[src/hw/rtl/ubxnav_pkg.sv]
`timescale 1ns / 1ps
// ----------------------------------------------------------------------------
// ubxnav_pkg: shared types and constants of the UBX navigation frame receiver
// Byte classes passed from the frame front end to the back end, queue entry
// layout, protocol constants and the result bus layout.
// ----------------------------------------------------------------------------
package ubxnav_pkg;

	localparam logic [7:0] SYNC_ONE    = 8'hB5;
	localparam logic [7:0] SYNC_TWO    = 8'h62;
	localparam logic [7:0] POSITION_ID = 8'h02;
	localparam logic [7:0] CLASS_RESET = 8'h01;

	localparam int unsigned NUM_WORDS  = 6;
	localparam int unsigned WORD_W     = 32;
	localparam int unsigned MIN_LENGTH = 4;

	// result bus: frame_ok, message_id, six 32-bit words, zero padding to bytes
	localparam int unsigned RESULT_W   = 1 + 8 + NUM_WORDS * WORD_W;
	localparam int unsigned OUT_TDATA_W = ((RESULT_W + 7) / 8) * 8;

	// what the back end has to do with one byte
	typedef enum logic [2:0] {
		K_START   = 3'd0,  // class byte: restart sums, clear payload words
		K_ID      = 3'd1,  // message id: hold, add to sums
		K_LENGTH  = 3'd2,  // length byte: add to sums only
		K_PAYLOAD = 3'd3,  // payload byte: add to sums, maybe store
		K_CK_A    = 3'd4,  // first check byte: hold
		K_CK_B    = 3'd5   // second check byte: judge and emit result
	} byte_kind_t;

	typedef struct packed {
		byte_kind_t  kind;
		logic [7:0]  data;
		logic        store;   // payload byte lands in a result word
		logic [2:0]  slot;    // which result word
		logic [1:0]  lane;    // byte lane within that word
		logic        len_ok;  // frame length at least the minimum
	} queue_entry_t;

endpackage

[src/hw/rtl/ubxnav_front.sv]
`timescale 1ns / 1ps
// ----------------------------------------------------------------------------
// ubxnav_front: frame tracker
// Hunts for sync, checks the class, follows length and payload position and
// tags every byte of an accepted frame from the class byte on for the back end.
// ----------------------------------------------------------------------------
module ubxnav_front (
	input  logic                       clk,
	input  logic                       arst_n,
	input  logic                       cfg_we,
	input  logic [7:0]                 cfg_wdata,
	input  logic                       accept,
	input  logic [7:0]                 rx_byte,
	output logic                       push,
	output ubxnav_pkg::queue_entry_t   push_entry
);

	typedef enum logic [7:0] {
		PH_HUNT    = 8'b0000_0001,
		PH_SYNC2   = 8'b0000_0010,
		PH_DROP    = 8'b0000_0100,
		PH_CLASS   = 8'b0000_1000,
		PH_ID      = 8'b0001_0000,
		PH_LEN     = 8'b0010_0000,
		PH_PAYLOAD = 8'b0100_0000,
		PH_CHECK   = 8'b1000_0000
	} phase_t;

	phase_t      phase_q, phase_n;
	logic [7:0]  class_q;
	logic [15:0] len_q, len_n;
	logic [15:0] cnt_q, cnt_n;
	logic        len_hi_q, len_hi_n;
	logic        ck_hi_q, ck_hi_n;
	logic        len_ok_q, len_ok_n;
	logic        tag;
	ubxnav_pkg::byte_kind_t kind;
	logic [15:0] cnt_inc;
	logic [15:0] len_full;
	logic [13:0] group;
	logic        store;
	logic [2:0]  slot;

	assign cnt_inc  = cnt_q + 16'd1;
	assign len_full = {rx_byte, len_q[7:0]};
	assign group    = cnt_q[15:2];

	// payload words 0..3 and 5..6 feed the result; word 4 and beyond 6 only count
	always_comb begin
		store = 1'b1;
		slot  = 3'd0;
		if (group <= 14'd3) begin
			slot = group[2:0];
		end else if (group == 14'd5) begin
			slot = 3'd4;
		end else if (group == 14'd6) begin
			slot = 3'd5;
		end else begin
			store = 1'b0;
		end
	end

	always_comb begin
		phase_n  = phase_q;
		len_n    = len_q;
		cnt_n    = cnt_q;
		len_hi_n = len_hi_q;
		ck_hi_n  = ck_hi_q;
		len_ok_n = len_ok_q;
		tag      = 1'b0;
		kind     = ubxnav_pkg::K_LENGTH;
		case (phase_q)
			PH_HUNT: begin
				if (rx_byte == ubxnav_pkg::SYNC_ONE) begin
					phase_n = PH_SYNC2;
				end
			end
			PH_SYNC2: begin
				phase_n = (rx_byte == ubxnav_pkg::SYNC_TWO) ? PH_CLASS : PH_DROP;
			end
			PH_DROP: begin
				phase_n = PH_HUNT;
			end
			PH_CLASS: begin
				if (rx_byte != class_q) begin
					phase_n = PH_HUNT;
				end else begin
					tag     = 1'b1;
					kind    = ubxnav_pkg::K_START;
					phase_n = PH_ID;
				end
			end
			PH_ID: begin
				tag      = 1'b1;
				kind     = ubxnav_pkg::K_ID;
				len_hi_n = 1'b0;
				phase_n  = PH_LEN;
			end
			PH_LEN: begin
				tag  = 1'b1;
				kind = ubxnav_pkg::K_LENGTH;
				if (!len_hi_q) begin
					len_n    = {8'h00, rx_byte};
					len_hi_n = 1'b1;
				end else begin
					len_n    = len_full;
					len_hi_n = 1'b0;
					len_ok_n = (len_full >= 16'(ubxnav_pkg::MIN_LENGTH));
					cnt_n    = '0;
					ck_hi_n  = 1'b0;
					phase_n  = (len_full == 16'd0) ? PH_CHECK : PH_PAYLOAD;
				end
			end
			PH_PAYLOAD: begin
				tag  = 1'b1;
				kind = ubxnav_pkg::K_PAYLOAD;
				if (cnt_inc >= len_q) begin
					cnt_n   = '0;
					ck_hi_n = 1'b0;
					phase_n = PH_CHECK;
				end else begin
					cnt_n = cnt_inc;
				end
			end
			PH_CHECK: begin
				tag = 1'b1;
				if (!ck_hi_q) begin
					kind    = ubxnav_pkg::K_CK_A;
					ck_hi_n = 1'b1;
				end else begin
					kind    = ubxnav_pkg::K_CK_B;
					ck_hi_n = 1'b0;
					phase_n = PH_HUNT;
				end
			end
			default: begin
				phase_n = PH_HUNT;
			end
		endcase
	end

	assign push              = accept && tag;
	assign push_entry.kind   = kind;
	assign push_entry.data   = rx_byte;
	assign push_entry.store  = store && (kind == ubxnav_pkg::K_PAYLOAD);
	assign push_entry.slot   = slot;
	assign push_entry.lane   = cnt_q[1:0];
	assign push_entry.len_ok = len_ok_q;

	always_ff @(posedge clk or negedge arst_n) begin
		if (!arst_n) begin
			phase_q  <= PH_HUNT;
			class_q  <= ubxnav_pkg::CLASS_RESET;
			len_q    <= '0;
			cnt_q    <= '0;
			len_hi_q <= 1'b0;
			ck_hi_q  <= 1'b0;
			len_ok_q <= 1'b0;
		end else begin
			if (cfg_we) begin
				class_q <= cfg_wdata;
			end
			if (accept) begin
				phase_q  <= phase_n;
				len_q    <= len_n;
				cnt_q    <= cnt_n;
				len_hi_q <= len_hi_n;
				ck_hi_q  <= ck_hi_n;
				len_ok_q <= len_ok_n;
			end
		end
	end

endmodule

[src/hw/rtl/ubxnav_queue.sv]
`timescale 1ns / 1ps
// ----------------------------------------------------------------------------
// ubxnav_queue: tagged byte queue
// Small first-in first-out buffer between the frame tracker and the
// checksum/result back end.
// ----------------------------------------------------------------------------
module ubxnav_queue #(
	parameter int unsigned ADDR_W = 2
) (
	input  logic                       clk,
	input  logic                       arst_n,
	input  logic                       push,
	input  ubxnav_pkg::queue_entry_t   push_entry,
	input  logic                       pop,
	output ubxnav_pkg::queue_entry_t   head,
	output logic                       empty,
	output logic                       full
);

	localparam int unsigned DEPTH = 1 << ADDR_W;

	ubxnav_pkg::queue_entry_t mem_q [DEPTH];
	logic [ADDR_W-1:0] wr_ptr_q;
	logic [ADDR_W-1:0] rd_ptr_q;
	logic [ADDR_W:0]   count_q;

	assign empty = (count_q == '0);
	assign full  = (count_q == (ADDR_W+1)'(DEPTH));
	assign head  = mem_q[rd_ptr_q];

	always_ff @(posedge clk) begin
		if (push) begin
			mem_q[wr_ptr_q] <= push_entry;
		end
	end

	always_ff @(posedge clk or negedge arst_n) begin
		if (!arst_n) begin
			wr_ptr_q <= '0;
			rd_ptr_q <= '0;
			count_q  <= '0;
		end else begin
			if (push) begin
				wr_ptr_q <= wr_ptr_q + 1'b1;
			end
			if (pop) begin
				rd_ptr_q <= rd_ptr_q + 1'b1;
			end
			case ({push, pop})
				2'b10:   count_q <= count_q + 1'b1;
				2'b01:   count_q <= count_q - 1'b1;
				default: count_q <= count_q;
			endcase
		end
	end

	a_no_push_full: assert property (@(posedge clk) disable iff (!arst_n)
		push |-> !full) else $error("queue written while full");
	a_no_pop_empty: assert property (@(posedge clk) disable iff (!arst_n)
		pop |-> !empty) else $error("queue read while empty");
	a_count_range: assert property (@(posedge clk) disable iff (!arst_n)
		count_q <= (ADDR_W+1)'(DEPTH)) else $error("queue count out of range");

endmodule

[src/hw/rtl/ubxnav_back.sv]
`timescale 1ns / 1ps
// ----------------------------------------------------------------------------
// ubxnav_back: checksum and result stage
// Runs the Fletcher-8 sums, gathers payload words and loads the result
// register when the second check byte comes through.
// ----------------------------------------------------------------------------
module ubxnav_back (
	input  logic                                   clk,
	input  logic                                   arst_n,
	input  ubxnav_pkg::queue_entry_t               head,
	input  logic                                   empty,
	output logic                                   pop,
	output logic                                   m_tvalid,
	input  logic                                   m_tready,
	output logic [ubxnav_pkg::OUT_TDATA_W-1:0]     m_tdata
);

	localparam int unsigned PAD_W = ubxnav_pkg::OUT_TDATA_W - ubxnav_pkg::RESULT_W;

	logic [7:0] sum_a_q, sum_b_q;
	logic [7:0] id_q, ck_a_q;
	logic [ubxnav_pkg::WORD_W-1:0] words_q [ubxnav_pkg::NUM_WORDS];
	logic        valid_q;
	logic [ubxnav_pkg::OUT_TDATA_W-1:0] tdata_q;
	logic        out_free;
	logic        is_ckb;
	logic [7:0]  sum_a_add, sum_b_add;
	logic        frame_ok;
	logic        pos;
	logic [ubxnav_pkg::WORD_W-1:0] pos_mask;

	assign out_free  = !valid_q || m_tready;
	assign is_ckb    = (head.kind == ubxnav_pkg::K_CK_B);
	// hold a finished frame back only while the result register is occupied and not being taken
	assign pop       = !empty && (!is_ckb || out_free);
	assign sum_a_add = sum_a_q + head.data;
	assign sum_b_add = sum_b_q + sum_a_add;
	assign frame_ok  = (ck_a_q == sum_a_q) && (head.data == sum_b_q) && head.len_ok;
	assign pos       = (id_q == ubxnav_pkg::POSITION_ID);
	assign pos_mask  = {ubxnav_pkg::WORD_W{pos}};

	always_ff @(posedge clk) begin
		if (pop) begin
			case (head.kind)
				ubxnav_pkg::K_START: begin
					sum_a_q <= head.data;
					sum_b_q <= head.data;
					for (int i = 0; i < int'(ubxnav_pkg::NUM_WORDS); i++) begin
						words_q[i] <= '0;
					end
				end
				ubxnav_pkg::K_ID: begin
					id_q    <= head.data;
					sum_a_q <= sum_a_add;
					sum_b_q <= sum_b_add;
				end
				ubxnav_pkg::K_LENGTH: begin
					sum_a_q <= sum_a_add;
					sum_b_q <= sum_b_add;
				end
				ubxnav_pkg::K_PAYLOAD: begin
					sum_a_q <= sum_a_add;
					sum_b_q <= sum_b_add;
					if (head.store) begin
						words_q[head.slot][{head.lane, 3'b000} +: 8] <= head.data;
					end
				end
				ubxnav_pkg::K_CK_A: begin
					ck_a_q <= head.data;
				end
				ubxnav_pkg::K_CK_B: begin
					tdata_q <= {{PAD_W{1'b0}},
						words_q[5] & pos_mask,
						words_q[4] & pos_mask,
						words_q[3] & pos_mask,
						words_q[2] & pos_mask,
						words_q[1] & pos_mask,
						words_q[0],
						id_q,
						frame_ok};
				end
				default: begin
					ck_a_q <= ck_a_q;
				end
			endcase
		end
	end

	always_ff @(posedge clk or negedge arst_n) begin
		if (!arst_n) begin
			valid_q <= 1'b0;
		end else if (pop && is_ckb) begin
			valid_q <= 1'b1;
		end else if (m_tready) begin
			valid_q <= 1'b0;
		end
	end

	assign m_tvalid = valid_q;
	assign m_tdata  = tdata_q;

	a_no_overwrite: assert property (@(posedge clk) disable iff (!arst_n)
		(pop && is_ckb) |-> out_free) else $error("result overwritten before taken");

endmodule

[src/hw/rtl/ubx_nav_frame_receiver_core.sv]
`timescale 1ns / 1ps
// ----------------------------------------------------------------------------
// ubx_nav_frame_receiver_core: UBX navigation frame receiver
// Parses UBX frames from a byte stream, checks the Fletcher-8 sums and reports
// one result per frame with the time of week and, for id 2, the position.
// ----------------------------------------------------------------------------
// Usage:
//   Feed received serial bytes on the s_* stream, one byte per transaction.
//   Each frame of the configured class that completes its second check byte
//   yields exactly one transaction on the m_* stream; bytes outside frames,
//   bad sync and wrong class frames produce nothing.
//   A byte is taken every cycle while the internal queue has room, so the
//   sustained rate is one byte per cycle. The frame tracker hands tagged bytes
//   to the checksum stage through a 2**QUEUE_ADDR_W deep queue (4 entries by
//   default); the result appears on m_tvalid once the second check byte has
//   passed through the queue into the output register.
//   If the downstream side stalls, one result waits in the output register
//   while later bytes keep flowing into the queue; only the next frame's
//   final check byte waits, and s_tready drops once the queue fills.
//   Write the class filter through cfg_we/cfg_wdata while the block is idle.
//   Reset (arst_n low) returns to sync hunting, sets the class filter to 1,
//   empties the queue and drops any pending result.
// ----------------------------------------------------------------------------
module ubx_nav_frame_receiver_core #(
	parameter int unsigned QUEUE_ADDR_W = 2
) (
	input  logic                                clk,
	input  logic                                arst_n,
	// class filter register
	input  logic                                cfg_we,
	input  logic [7:0]                          cfg_wdata,
	// received bytes
	input  logic                                s_tvalid,
	output logic                                s_tready,
	input  logic [7:0]                          s_tdata,   // [7:0] rx_byte
	// frame results
	output logic                                m_tvalid,
	input  logic                                m_tready,
	// [0] frame_ok, [8:1] message_id, [40:9] time_of_week, [72:41] longitude,
	// [104:73] latitude, [136:105] height_mm, [168:137] horiz_accuracy,
	// [200:169] vert_accuracy, [207:201] zero
	output logic [ubxnav_pkg::OUT_TDATA_W-1:0]  m_tdata
);

	logic                     accept;
	logic                     push;
	logic                     pop;
	logic                     q_empty;
	logic                     q_full;
	ubxnav_pkg::queue_entry_t push_entry;
	ubxnav_pkg::queue_entry_t head;

	// take bytes whenever the queue can absorb one more
	assign s_tready = !q_full;
	assign accept   = s_tvalid && s_tready;

	ubxnav_front u_front (
		.clk        (clk),
		.arst_n     (arst_n),
		.cfg_we     (cfg_we),
		.cfg_wdata  (cfg_wdata),
		.accept     (accept),
		.rx_byte    (s_tdata),
		.push       (push),
		.push_entry (push_entry)
	);

	ubxnav_queue #(
		.ADDR_W (QUEUE_ADDR_W)
	) u_queue (
		.clk        (clk),
		.arst_n     (arst_n),
		.push       (push),
		.push_entry (push_entry),
		.pop        (pop),
		.head       (head),
		.empty      (q_empty),
		.full       (q_full)
	);

	ubxnav_back u_back (
		.clk      (clk),
		.arst_n   (arst_n),
		.head     (head),
		.empty    (q_empty),
		.pop      (pop),
		.m_tvalid (m_tvalid),
		.m_tready (m_tready),
		.m_tdata  (m_tdata)
	);

endmodule
[config.mk]
export PLATFORM = sky130hd
export DESIGN_NAME = ubx_nav_frame_receiver_core
export DESIGN_NICKNAME = d
export VERILOG_FILES = /design/src/hw/rtl/ubxnav_pkg.sv /design/src/hw/rtl/ubxnav_front.sv /design/src/hw/rtl/ubxnav_queue.sv /design/src/hw/rtl/ubxnav_back.sv /design/src/hw/rtl/ubx_nav_frame_receiver_core.sv
export SDC_FILE = /design/constraint.sdc
export NUM_CORES = 1
export LEC_CHECK = 0
export ABC_AREA = 0
export BUFFER_PORTS_ARGS = -buffer_cell sky130_fd_sc_hd__buf_2
export CORE_UTILIZATION = 40
export CTS_CLUSTER_DIAMETER = 80
export DETAILED_ROUTE_END_ITERATION = 8
export GPL_ROUTABILITY_DRIVEN = 0
export PLACE_DENSITY_LB_ADDON = 0.12
export SLEW_MARGIN = 40
export SYNTH_ARGS = -nofsm -noshare
export SYNTH_HDL_FRONTEND = slang
export SYNTH_SLANG_ARGS = --single-unit
[constraint.sdc]
create_clock -name clk -period 8.6 [get_ports clk]
set_input_delay 0.86 -clock clk [delete_from_list [all_inputs] [get_ports clk]]
set_output_delay 0.86 -clock clk [all_outputs]
set_load 0.005 [all_outputs]
==> flow_metrics.env <==
export IMPL_die_w_um=239
export IMPL_grt_pass1_vias=12488
export IMPL_setup_viol=0
export IMPL_crit_chain="buf_4 > mux4_2 > or2_1 > clkinv_4 > nand3_4 > nor4_4 > nand2_2 > nand2_1"
export IMPL_antenna_found_initial=0
export IMPL_max_freq_mhz=225
export IMPL_synthToLayoutAreaGrowth_pct=17.3
export IMPL_critPathArrivalTime_ns=4.73
export IMPL_nets=1858
export IMPL_r2r_slack_ns=4.15
export IMPL_syn_mean_instance_area_um2=14.5
export IMPL_clkSinkCount=556
export IMPL_timing_rr_end="u_back.words_q[0][19]$_SDFFCE_PN0P_"
export IMPL_synthDistinctLibCells=59
export IMPL_avgViaCountPerCell=4.83
export IMPL_maxSlewViolCount=0
export IMPL_die_h_um=239
export IMPL_core_area_um2=55300
export IMPL_grt_usage=0.177
export IMPL_final_area_um2=26300
export IMPL_port_buffers=223
export IMPL_place_area_um2=24400
export IMPL_drt_total_wl_um=50200
export IMPL_final_antenna_net_count=0
export IMPL_cpMaxStageDelayCell="nor4_4"
export IMPL_fin_crit_ns=4.45
export IMPL_clk_pin_slew_ns=0.06
export IMPL_hold_viol=0
export IMPL_firstDrtPassIters=5
export IMPL_overflow=0
export IMPL_dp_cells=2482
export IMPL_ios=231
export IMPL_reg2reg_depth=8
export IMPL_cts_buffer_depth=3
export IMPL_cts_tree="yes"
export IMPL_post_cts_buffers=0
export IMPL_nFillCells=4940
export IMPL_netlist_instances=1548
export IMPL_cts_buffers=57
export IMPL_multi_input_area_um2=5580
export IMPL_worstSetupEndpointType="register"
export IMPL_total_power_mw=8.63
export IMPL_irDropWorstVdd_mv=0.198
export IMPL_clockRootBuffer="clkbuf_16"
export IMPL_initial_core_util=0.406
export IMPL_crit_type="reg -> reg"
export IMPL_power_density_nw_per_um2=328
export IMPL_finalClockSkew_ns=0.0103
export IMPL_p_leak_nw=10.1
export IMPL_ys_async_sr_fraction=0.106
export IMPL_drt_iter0_drc=793
export IMPL_fin_setup_tns_ns=0
export IMPL_synth_area_um2=22400
export IMPL_max_cap_violations=0
export IMPL_hpwl_um=34100
export IMPL_fin_crit_sh=0.517
export IMPL_grt_pass1_wl_um=75200
export IMPL_grt_max_degree=138
export IMPL_wl_per_cell_um=19.4
export IMPL_ys_flop_type="edfxtp_1"
export IMPL_grt_setup_unrepaired="false"
export IMPL_dieArea_um2=57000
export IMPL_std_cell_rows=86
export IMPL_hold_buffers=0
export IMPL_outcome="completed"
export IMPL_diodes=0
export IMPL_hp_class="in -> async"
export IMPL_max_stage_delay_ns=0.86
export IMPL_cp_start_kind="register"
export IMPL_num_vias=12491
export IMPL_drc=0
export IMPL_layout_drive_gt1_share=0.218
export IMPL_synth_warning_count=0
export IMPL_layoutNonFillerInstCount=2587
export IMPL_reg2reg_from="u_queue.rd_ptr_q[0]$_DFFE_PN0N_"
export IMPL_worstPathMaxFanout=18
export IMPL_maxSlewHeadroom=0.414
export IMPL_synth_seq_cells=556
export IMPL_worst_slew_pin_transition_ns=0.872
export IMPL_cp_required_ns=8.89
export IMPL_synth_edff_count=497
export IMPL_regArea_um2=16400
export IMPL_ys_seq_area_frac=0.731
export IMPL_worstSkewPairLatency_ns=0.62
export IMPL_ctsResizeCount=0
export IMPL_cts_htree_levels=2
-- cell usage in the layout, fill, tap and decap left out, drive strengths merged, types with 11 or more instances in the layout --
cell type / n
buf: 236
nor4: 15
ha: 40
nand2: 160
a21oi: 24
xnor2: 27
nor2: 191
nor3: 16
mux2: 19
clkbuf: 67
o21ai: 39
mux4: 18
a21o: 12
nor2b: 11
clkinv: 26
dfrtp: 57
inv: 72
edfxtp: 497
and2: 165
xor2: 30
nand3: 23
-- logic make-up after synthesis --
| logic type | after synthesis | synth area share |
|---|---|---|
| xor+xnor | 58 | 0.0233 |
| simple gates | 639 | 0.146 |
| other cells | 1 | 0.000167 |
| compound gates | 91 | 0.0242 |
| flops | 556 | 0.731 |
| fa+ha+maj | 43 | 0.0250 |
| mux | 37 | 0.0276 |
| buf+inv | 123 | 0.0228 |
-- Yosys cell counts (3+ instances only) --
cell type  instances  area share
a21o_1            12      0.0040
a21oi_1           24      0.0054
and2_1           165       0.046
and3_1             6      0.0017
buf_1              3     0.00050
buf_4              7      0.0023
clkbuf_1          40      0.0067
dfrtp_1           57       0.064
edfxtp_1         497        0.67
fa_1               3      0.0027
ha_1              40       0.022
inv_1             67       0.011
mux2_2            19      0.0095
mux4_2            18       0.018
nand2_1          143       0.024
nand2_2           17      0.0047
nand2b_1           8      0.0022
nand3_1           22      0.0049
nand3b_1           4      0.0013
nand4_1            9      0.0025
nor2_1           191       0.032
nor2b_1           11      0.0031
nor3_1            16      0.0036
nor3b_1            5      0.0017
nor4_1            12      0.0033
nor4b_4            5      0.0053
o21ai_0           38      0.0085
o31ai_1            3      0.0010
or2_2              3     0.00084
or3_1              8      0.0022
or4_1              5      0.0017
xnor2_1           27       0.011
xor2_1            30       0.012
-- worst max-delay path: cells and delay by family (launching register included) --
| family | cells | cell delay [ns] |
|---|---|---|
| simple gates | 5 | 2.12 |
| flops | 1 | 0.80 |
| buf+inv | 2 | 0.61 |
| mux | 1 | 0.57 |
-- stage by stage --
stage	util	hold slack (ns)	setup slack [ns]
2_1_floorplan	-	0.400	1.95
3_3_place_gp	0.440	0.409	4.10
3_5_place_dp	0.442	0.405	4.10
4_1_cts	0.475	0.416	4.07
5_1_grt	0.476	0.353	3.87
6_report	0.476	0.325	4.15
-- sequential cells by signal (all words and copies together), names as in the netlist --
name,count
u_back.ck_a_q,8
u_back.sum_b_q,8
u_front.phase_q,8
u_front.class_q,8
u_back.words_q,192
u_queue.mem_q,72
u_back.sum_a_q,8
u_front.len_ok_q,1
u_front.ck_hi_q,1
u_back.id_q,8
u_front.len_q,16
u_queue.rd_ptr_q,2
u_back.m_tdata,201
u_front.len_hi_q,1
u_queue.count_q,3
u_back.m_tvalid,1
u_queue.wr_ptr_q,2
u_front.cnt_q,16
-- where the power goes --
group	leakage [nW]	switching (mW)	internal, mW
registers	5.39	0.288	3.73
logic	3.78	1.36	0.817
clock network	0.897	1.04	1.38
total	10.1	2.69	5.93
-- worst max-delay path by stage --
stage / startpoint / endpoint / depth (start not counted)
2_1_floorplan: u_queue.rd_ptr_q[0]$_DFFE_PN0N_ / u_back.m_tvalid$_DFFE_PN0P_ / 6
3_3_place_gp: u_front.cnt_q[2]$_DFFE_PN0P_ / u_front.phase_q[7]$_DFFE_PN0P_ / 14
3_5_place_dp: u_queue.rd_ptr_q[0]$_DFFE_PN0N_ / u_back.words_q[0][23]$_SDFFCE_PN0P_ / 8
4_1_cts: u_queue.rd_ptr_q[0]$_DFFE_PN0N_ / u_back.words_q[0][19]$_SDFFCE_PN0P_ / 8
5_1_grt: u_queue.rd_ptr_q[0]$_DFFE_PN0N_ / u_back.words_q[0][19]$_SDFFCE_PN0P_ / 8
6_report: u_queue.rd_ptr_q[0]$_DFFE_PN0N_ / u_back.words_q[0][19]$_SDFFCE_PN0P_ / 8
-- cell type report --
class | instances | area share
Sequential cell | 556 | 0.623
Timing Repair Buffer | 236 | 0.0486
Multi-Input combinational cell | 875 | 0.212
Tap cell | 748 | 0.0356
Clock buffer | 67 | 0.0560
Clock inverter | 37 | 0.0143
Inverter | 68 | 0.00989
-- metal layers --
metal	up-vias	routed length, um	GRT usage	share of wire
met5	-	0	0	0
met1	6165	21600	0.232	0.43
met2	292	25000	0.297	0.50
li1	5962	-	-	-
met4	0	1300	0.0633	0.026
met3	72	2290	0.0278	0.046
(Power assumes the default switching activity.)
